**src/hw/rtl/otp_pkg.sv**
```systemverilog
// Shared types, codes and constants of the one-shot timer pool.
package otp_pkg;

  localparam int TIMER_SLOTS_DEF = 8;
  localparam int SLOT_W          = 3;
  localparam int TICK_W          = 16;
  localparam int TAG_W           = 16;
  localparam int ID_W            = 8;

  localparam logic [1:0] ACT_TICK  = 2'd0;
  localparam logic [1:0] ACT_START = 2'd1;
  localparam logic [1:0] ACT_STOP  = 2'd2;

  localparam logic [1:0] OP_TICK  = 2'd0;
  localparam logic [1:0] OP_START = 2'd1;
  localparam logic [1:0] OP_STOP  = 2'd2;
  localparam logic [1:0] OP_BAD   = 2'd3;

  localparam logic [2:0] KIND_STARTED = 3'd0;
  localparam logic [2:0] KIND_FULL    = 3'd1;
  localparam logic [2:0] KIND_STOPPED = 3'd2;
  localparam logic [2:0] KIND_BAD_ID  = 3'd3;
  localparam logic [2:0] KIND_EXPIRED = 3'd4;

  typedef struct packed {
    logic [1:0]        action;
    logic [TICK_W-1:0] delay_ticks;
    logic              deferred;
    logic [TAG_W-1:0]  handler_tag;
    logic [ID_W-1:0]   slot_id;
  } otp_req_t;

  typedef struct packed {
    logic [2:0]        kind;
    logic [SLOT_W-1:0] slot;
    logic [TAG_W-1:0]  tag_out;
    logic              deferred_out;
    logic              last;
  } otp_rsp_t;

  typedef struct packed {
    logic [1:0]        op;
    logic [TICK_W-1:0] delay;
    logic              deferred;
    logic [TAG_W-1:0]  tag;
    logic [SLOT_W-1:0] slot;
  } otp_cmd_t;

  typedef struct packed {
    logic push;
    logic pop;
  } otp_qctl_t;

  typedef struct packed {
    logic full;
    logic valid;
  } otp_qsts_t;

endpackage

```
**src/hw/rtl/otp_front.sv**
```systemverilog
// Request intake: classify requests into commands for the command queue.
module otp_front import otp_pkg::*; #(
  parameter int TIMER_SLOTS = TIMER_SLOTS_DEF
) (
  input  logic      req_valid,
  output logic      req_stall,
  input  otp_req_t  req,
  input  otp_qsts_t qsts,
  output logic      push,
  output otp_cmd_t  cmd
);

  logic keep;

  assign req_stall = qsts.full;

  always_comb begin
    keep         = 1'b1;
    cmd.delay    = req.delay_ticks;
    cmd.deferred = req.deferred;
    cmd.tag      = req.handler_tag;
    cmd.slot     = req.slot_id[SLOT_W-1:0];
    case (req.action)
      ACT_TICK:  cmd.op = OP_TICK;
      ACT_START: cmd.op = OP_START;
      ACT_STOP: begin
        if (req.slot_id < ID_W'(TIMER_SLOTS)) begin
          cmd.op = OP_STOP;
        end else begin
          cmd.op = OP_BAD;
        end
      end
      default: begin
        cmd.op = OP_TICK;
        keep   = 1'b0;
      end
    endcase
  end

  assign push = req_valid && !qsts.full && keep;

endmodule

```
**src/hw/rtl/otp_queue.sv**
```systemverilog
// Two-entry command queue between intake and timer engine.
module otp_queue import otp_pkg::*; (
  input  logic      clk,
  input  logic      rst,
  input  otp_qctl_t qctl,
  input  otp_cmd_t  wr_cmd,
  output otp_qsts_t qsts,
  output otp_cmd_t  rd_cmd
);

  otp_cmd_t   entry [2];
  logic       wr_ptr;
  logic       rd_ptr;
  logic [1:0] count;
  logic [1:0] count_next;

  assign qsts.full  = (count == 2'd2);
  assign qsts.valid = (count != 2'd0);
  assign rd_cmd     = entry[rd_ptr];

  always_comb begin
    count_next = count;
    if (qctl.push && !qctl.pop) begin
      count_next = count + 2'd1;
    end else if (!qctl.push && qctl.pop) begin
      count_next = count - 2'd1;
    end
  end

  always_ff @(posedge clk) begin
    if (rst) begin
      wr_ptr <= 1'b0;
      rd_ptr <= 1'b0;
      count  <= 2'd0;
    end else begin
      count <= count_next;
      if (qctl.push) begin
        wr_ptr <= !wr_ptr;
      end
      if (qctl.pop) begin
        rd_ptr <= !rd_ptr;
      end
    end
  end

  always_ff @(posedge clk) begin
    if (qctl.push) begin
      entry[wr_ptr] <= wr_cmd;
    end
  end

endmodule

```
**src/hw/rtl/otp_back.sv**
```systemverilog
// Timer engine: slot state, tick update, expiry walk and response register.
module otp_back import otp_pkg::*; #(
  parameter int TIMER_SLOTS = TIMER_SLOTS_DEF
) (
  input  logic      clk,
  input  logic      rst,
  input  otp_qsts_t qsts,
  input  otp_cmd_t  cmd,
  output logic      pop,
  output logic      rsp_valid,
  input  logic      rsp_stall,
  output otp_rsp_t  rsp
);

  localparam int IDX_W = (TIMER_SLOTS > 1) ? $clog2(TIMER_SLOTS) : 1;
  localparam logic ST_IDLE = 1'b0;
  localparam logic ST_EMIT = 1'b1;

  logic                   state;
  logic [TIMER_SLOTS-1:0] active;
  logic [TIMER_SLOTS-1:0] pending;
  logic [TIMER_SLOTS-1:0] mode;
  logic [TICK_W-1:0]      remaining [TIMER_SLOTS];
  logic [TAG_W-1:0]       tags      [TIMER_SLOTS];

  logic                   can_load;
  logic                   do_tick;
  logic                   do_start;
  logic                   do_stop;
  logic                   do_bad;
  logic                   do_emit;
  logic [TIMER_SLOTS-1:0] expire;
  logic [TIMER_SLOTS-1:0] free_mask;
  logic                   any_free;
  logic [IDX_W-1:0]       free_idx;
  logic [IDX_W-1:0]       pend_idx;
  logic                   pend_last;
  logic [IDX_W-1:0]       stop_idx;

  assign can_load = !rsp_valid || !rsp_stall;
  assign pop      = (state == ST_IDLE) && qsts.valid && can_load;
  assign do_tick  = pop && (cmd.op == OP_TICK);
  assign do_start = pop && (cmd.op == OP_START);
  assign do_stop  = pop && (cmd.op == OP_STOP);
  assign do_bad   = pop && (cmd.op == OP_BAD);
  assign do_emit  = (state == ST_EMIT) && can_load;
  assign stop_idx = cmd.slot[IDX_W-1:0];

  assign free_mask = ~active;
  assign any_free  = |free_mask;
  assign pend_last = ((pending & (pending - TIMER_SLOTS'(1))) == '0);

  always_comb begin
    for (int i = 0; i < TIMER_SLOTS; i++) begin
      expire[i] = active[i] && (remaining[i] == TICK_W'(1));
    end
  end

  always_comb begin
    free_idx = '0;
    pend_idx = '0;
    for (int i = TIMER_SLOTS - 1; i >= 0; i--) begin
      if (free_mask[i]) begin
        free_idx = IDX_W'(i);
      end
      if (pending[i]) begin
        pend_idx = IDX_W'(i);
      end
    end
  end

  always_ff @(posedge clk) begin
    if (rst) begin
      state     <= ST_IDLE;
      active    <= '0;
      pending   <= '0;
      rsp_valid <= 1'b0;
    end else begin
      if (do_tick) begin
        active  <= active & ~expire;
        pending <= expire;
        if (|expire) begin
          state <= ST_EMIT;
        end
      end
      if (do_start && any_free) begin
        active[free_idx] <= 1'b1;
      end
      if (do_stop) begin
        active[stop_idx] <= 1'b0;
      end
      if (do_start || do_stop || do_bad || do_emit) begin
        rsp_valid <= 1'b1;
      end else if (rsp_valid && !rsp_stall) begin
        rsp_valid <= 1'b0;
      end
      if (do_emit) begin
        pending[pend_idx] <= 1'b0;
        if (pend_last) begin
          state <= ST_IDLE;
        end
      end
    end
  end

  always_ff @(posedge clk) begin
    if (do_tick) begin
      for (int i = 0; i < TIMER_SLOTS; i++) begin
        if (active[i]) begin
          remaining[i] <= remaining[i] - TICK_W'(1);
        end
      end
    end
    if (do_start && any_free) begin
      remaining[free_idx] <= cmd.delay;
      tags[free_idx]      <= cmd.tag;
      mode[free_idx]      <= cmd.deferred;
    end
    if (do_start) begin
      rsp.kind         <= any_free ? KIND_STARTED : KIND_FULL;
      rsp.slot         <= any_free ? SLOT_W'(free_idx) : '0;
      rsp.tag_out      <= '0;
      rsp.deferred_out <= 1'b0;
      rsp.last         <= 1'b1;
    end else if (do_stop) begin
      rsp.kind         <= KIND_STOPPED;
      rsp.slot         <= SLOT_W'(stop_idx);
      rsp.tag_out      <= '0;
      rsp.deferred_out <= 1'b0;
      rsp.last         <= 1'b1;
    end else if (do_bad) begin
      rsp.kind         <= KIND_BAD_ID;
      rsp.slot         <= '0;
      rsp.tag_out      <= '0;
      rsp.deferred_out <= 1'b0;
      rsp.last         <= 1'b1;
    end else if (do_emit) begin
      rsp.kind         <= KIND_EXPIRED;
      rsp.slot         <= SLOT_W'(pend_idx);
      rsp.tag_out      <= tags[pend_idx];
      rsp.deferred_out <= mode[pend_idx];
      rsp.last         <= pend_last;
    end
  end

  a_pending_inactive: assert property (@(posedge clk) disable iff (rst)
    (pending & active) == '0)
    else $error("expiring slot still marked active");

  a_idle_no_pending: assert property (@(posedge clk) disable iff (rst)
    (state == ST_IDLE) |-> (pending == '0))
    else $error("expiries left behind in idle");

  a_more_expiries: assert property (@(posedge clk) disable iff (rst)
    (rsp_valid && (rsp.kind == KIND_EXPIRED) && !rsp.last) |-> (state == ST_EMIT))
    else $error("non-final expiry without a walk in progress");

  a_emit_nonempty: assert property (@(posedge clk) disable iff (rst)
    (state == ST_EMIT) |-> (pending != '0))
    else $error("expiry walk with nothing pending");

endmodule

```
**src/hw/rtl/oneshot_timer_pool.sv**
```systemverilog
// Top level of the one-shot timer pool.
//
//   channel   signals                      direction
//   request   req_valid, req_stall, req    into the pool
//   response  rsp_valid, rsp_stall, rsp    out of the pool
//
// Start and stop: response registered when the engine takes the command
// from the queue. Tick: all slots update together, then one expiry response
// per cycle while the response is not stalled.
// A two-entry command queue lets requests transfer while the engine waits.
// rst is synchronous; the slot delay and tag storage is not cleared.
// A stalled response holds the engine; a full queue stalls requests.
module oneshot_timer_pool import otp_pkg::*; #(
  parameter int TIMER_SLOTS = TIMER_SLOTS_DEF
) (
  input  logic     clk,
  input  logic     rst,
  input  logic     req_valid,
  output logic     req_stall,
  input  otp_req_t req,
  output logic     rsp_valid,
  input  logic     rsp_stall,
  output otp_rsp_t rsp
);

  otp_qctl_t qctl;
  otp_qsts_t qsts;
  otp_cmd_t  wr_cmd;
  otp_cmd_t  rd_cmd;
  logic      q_push;
  logic      q_pop;

  assign qctl = '{push: q_push, pop: q_pop};

  otp_front #(
    .TIMER_SLOTS(TIMER_SLOTS)
  ) u_front (
    .req_valid (req_valid),
    .req_stall (req_stall),
    .req       (req),
    .qsts      (qsts),
    .push      (q_push),
    .cmd       (wr_cmd)
  );

  otp_queue u_queue (
    .clk    (clk),
    .rst    (rst),
    .qctl   (qctl),
    .wr_cmd (wr_cmd),
    .qsts   (qsts),
    .rd_cmd (rd_cmd)
  );

  otp_back #(
    .TIMER_SLOTS(TIMER_SLOTS)
  ) u_back (
    .clk       (clk),
    .rst       (rst),
    .qsts      (qsts),
    .cmd       (rd_cmd),
    .pop       (q_pop),
    .rsp_valid (rsp_valid),
    .rsp_stall (rsp_stall),
    .rsp       (rsp)
  );

endmodule
```
**config.mk**
```make
export PLATFORM = sky130hd
export DESIGN_NAME = oneshot_timer_pool
export DESIGN_NICKNAME = d
export VERILOG_FILES = /design/src/hw/rtl/otp_pkg.sv /design/src/hw/rtl/otp_front.sv /design/src/hw/rtl/otp_queue.sv /design/src/hw/rtl/otp_back.sv /design/src/hw/rtl/oneshot_timer_pool.sv
export SDC_FILE = /design/constraint.sdc
export NUM_CORES = 1
export LEC_CHECK = 0
export ABC_CLOCK_PERIOD_IN_PS = 4090
export BUFFER_PORTS_ARGS = -buffer_cell sky130_fd_sc_hd__buf_2
export CAP_MARGIN = 30
export CORE_MARGIN = 4
export CORE_UTILIZATION = 30
export CTS_BUF_LIST = sky130_fd_sc_hd__clkbuf_8
export CTS_CLUSTER_DIAMETER = 120
export CTS_CLUSTER_SIZE = 8
export DETAILED_ROUTE_END_ITERATION = 12
export PLACE_DENSITY = 0.42
export REMOVE_ABC_BUFFERS = 1
export SETUP_SLACK_MARGIN = 0.02
export SYNTH_ARGS = -nofsm -noshare
export SYNTH_HDL_FRONTEND = slang
export SYNTH_HIERARCHICAL = 1
export SYNTH_SLANG_ARGS = --single-unit
export TNS_END_PERCENT = 20
```
**constraint.sdc**
```tcl
create_clock -name clk -period 4.09 [get_ports clk]
set_clock_uncertainty 0.2 [all_clocks]
set_input_delay 0.6135 -clock clk [delete_from_list [all_inputs] [get_ports clk]]
set_output_delay 0.6135 -clock clk [all_outputs]
set_load 0.03 [all_outputs]
```
==> reports/qor.yml <==
synthesis:
  synth_seq_cells: 387
  synth_top_area_share_pct: 57.5
  synthArstFlopShare_pct: 0
  ys_warn_count: 6
  avgSynthCellArea_um2: 12.8
  synth_edf_count: 346
  netlist_area_um2: 18100
  netlist_instances: 1414
  yosysMostFrequentCell: "edfxtp_1"
  ys_types: 64
  synth_top_area_cell: "edfxtp_1"
  seq_area_frac_synth_pct: 62.0
  synth_commonest_cells: "edfxtp_1, nand2_1, mux2_2, nor2_1, o21ai_0"
  ys.flop_type: "edfxtp_1"
  synthTopCellsByArea: "edfxtp_1, mux2_2, dfxtp_1, xnor2_1, xor2_1"
placed_design:
  placed_area_um2: 19200
  place.gp.congestion: 0.788
  port_buffers: 72
  dp.cells: 2202
  dpl.hpwl_mm: 31.9
setup_path:
  crit_path_start_kind: "register"
  cp.arrival_ps: 3350
  path_class: "reg -> reg"
  reg2reg_depth: 7
  worst-path-max-fanout: 18
  critPathRequiredTime_ps: 4180
  crit_path_end_kind: "register"
die:
  pin_count: 73
  fp.coreArea_um2: 59400
  chipWidth_um: 254
  die-area_um2: 64300
  die_h_um: 254
  rows: 89
  start_util_pct: 30.5
timing:
  finalMaxSlewViolations: 0
  relSlewSlack_pct: 36.4
  fmax_ghz: 0.307
  tightest_slew_ps: 953
  rsz0062_at_grt: "no"
  hold_viol: 0
  setup_tns_ps: 0
  finalSetupViolCount: 0
  fin_crit_ps: 3260
  period_share_pct: 79.7
pwr:
  comb_power_share_pct: 21.0
  clkPwrFrac_pct: 28.7
  p_switching_uw: 3050
  powerDensity_nw_per_um2: 467
  pwr-share-seq_pct: 50.3
  power.leakage_uw: 0.00691
  netSwitchingFraction_pct: 31.8
  power_uw: 9580
  p_int_uw: 6530
  peakVddDrop_v: 0.000228
routing:
  wirelength_mm: 50.3
  drc_errors: 0
  drtIter0Drc: 793
  ant_nets: 0
  via_per_inst: 4.98
  wl_per_cell_um: 21.6
  firstDrtPassIters: 5
  vias: 11600
finish:
  multi_input_area_um2: 6220
  fin_nets: 1589
  final_layout_size_suffix_gt1_share_pct: 18.2
  final_design_area_no_fill_um2: 20500
  synthToLayoutAreaGrowth_pct: 13.4
  nFillCells: 5911
  seqCellArea_um2: 11200
  layout.cells.non_filler: 2329
clock_tree:
  clk_pin_slew_worst_paths_ps: 70
  cts.sinks: 387
  clock_latency_ps: 680
  clockRootBuffer: "clkbuf_8"
  ctsResizeCount: 0
  post-cts-setup-buffer-count: 0
  cts_tree: "yes"
  htree_levels: 2
  clockBufferDepth: 3
  cts_buffers: 54
min_path:
  min_delay_path_depth: 2
  worstHoldStart: "rst"
  hold_path.class: "in -> reg"
global_routing:
  grt_max_degree: 50
  grt_overflow: 0
  grt_pass1_wl_mm: 75.3
  track_usage_pct: 15.5
  grt_pass1_vias: 11800
  antenna_found_initial: 1
run:
  drv_cap: 0
run_status:
  status: "complete, no violations"
critical path, stage by stage, from the launching register on:
cell     delay, ps
dfxtp_2        490
mux2_2         430
nor2b_1        210
nand3_1        250
nor3_1         410
o21ai_2        140
buf_8          190
nand2_1        560
stage by stage:
stage	hold slack [ps]	setup WS [ps]	util, %
2_1_floorplan	256	-501	-
3_3_place_gp	258	671	32.4
3_5_place_dp	266	780	32.4
4_1_cts	146	813	34.6
5_1_grt	169	573	34.6
6_report	197	832	34.6
area by class of cell:
cell class,count,area share [%]
Sequential cell,387,54.7
Multi-Input combinational cell,892,30.3
Timing Repair Buffer,146,5.10
Tap cell,773,4.71
Clock buffer,54,3.62
Clock inverter,35,0.817
Inverter,40,0.732
Antenna cell,2,0.0244
worst paths after layout:
kind	slack (ps)	endpoint
max	830	u_back/remaining[7][5]$_DFFE_PP_
min	200	u_queue/count[0]$_SDFFE_PP0P_
max reg2reg	830	u_back/remaining[7][5]$_DFFE_PP_
min reg2reg	270	u_back/rsp[1]$_SDFFE_PP0P_
registers in the layout, indices dropped and copies added, names as in the netlist, named ones only:
register,count
u_back/active,8
u_back/mode,8
u_back/pending,8
u_back/remaining,128
u_back/rsp,24
u_back/rsp_valid,1
u_back/state,1
u_back/tags,128
u_queue/count,2
u_queue/entry,76
u_queue/rd_ptr,1
u_queue/wr_ptr,1
what timing repair did:
action,4_1_cts,5_1_grt
hold endpoints to repair,72,0
endpoints found under the setup margin,0,0
hold buffers,36,0
placed cells by master (no fill, tap or decap), drive strengths merged, types with 28 or more instances in the layout:
cell           n
a21oi         28
and3          38
buf          110
clkbuf        54
dfxtp         41
dlygate4sd3   36
edfxtp       346
inv           72
mux2          92
nand2        111
nor2          90
nor3          42
nor4          30
o21ai         69
xnor2         58
xor2          48
layer usage:
layer  vias to the layer above  part of all wire [%]  track usage [%]
met5                         -                     0                0
met2                       187                    49             26.8
li1                       5523                     -                -
met1                      5828                    46             20.4
met4                         0                   2.0             3.78
met3                        69                   3.8             2.74
power by group through the flow:
stage | clock, µW | sequential, µW | combinational [µW]
finish | 2750 | 4820 | 2010
global route | 3080 | 4840 | 2200
CTS | 2910 | 4820 | 2070
detailed placement | 0 | 4900 | 2030
global placement | 0 | 4900 | 2030
floorplan | 0 | 4930 | 1030
cell families after synthesis:
group                    Yosys count  synth area share (%)
adder cells (fa/ha/maj)           22                  1.51
XOR/XNOR                         106                  5.13
flip-flops                       387                  62.0
AO/OA/AOI/OAI                    224                  8.48
buffers and inverters            135                  3.88
multiplexers                     104                  6.39
AND/OR/NAND/NOR                  436                  12.6
(Power assumes the default switching activity.)
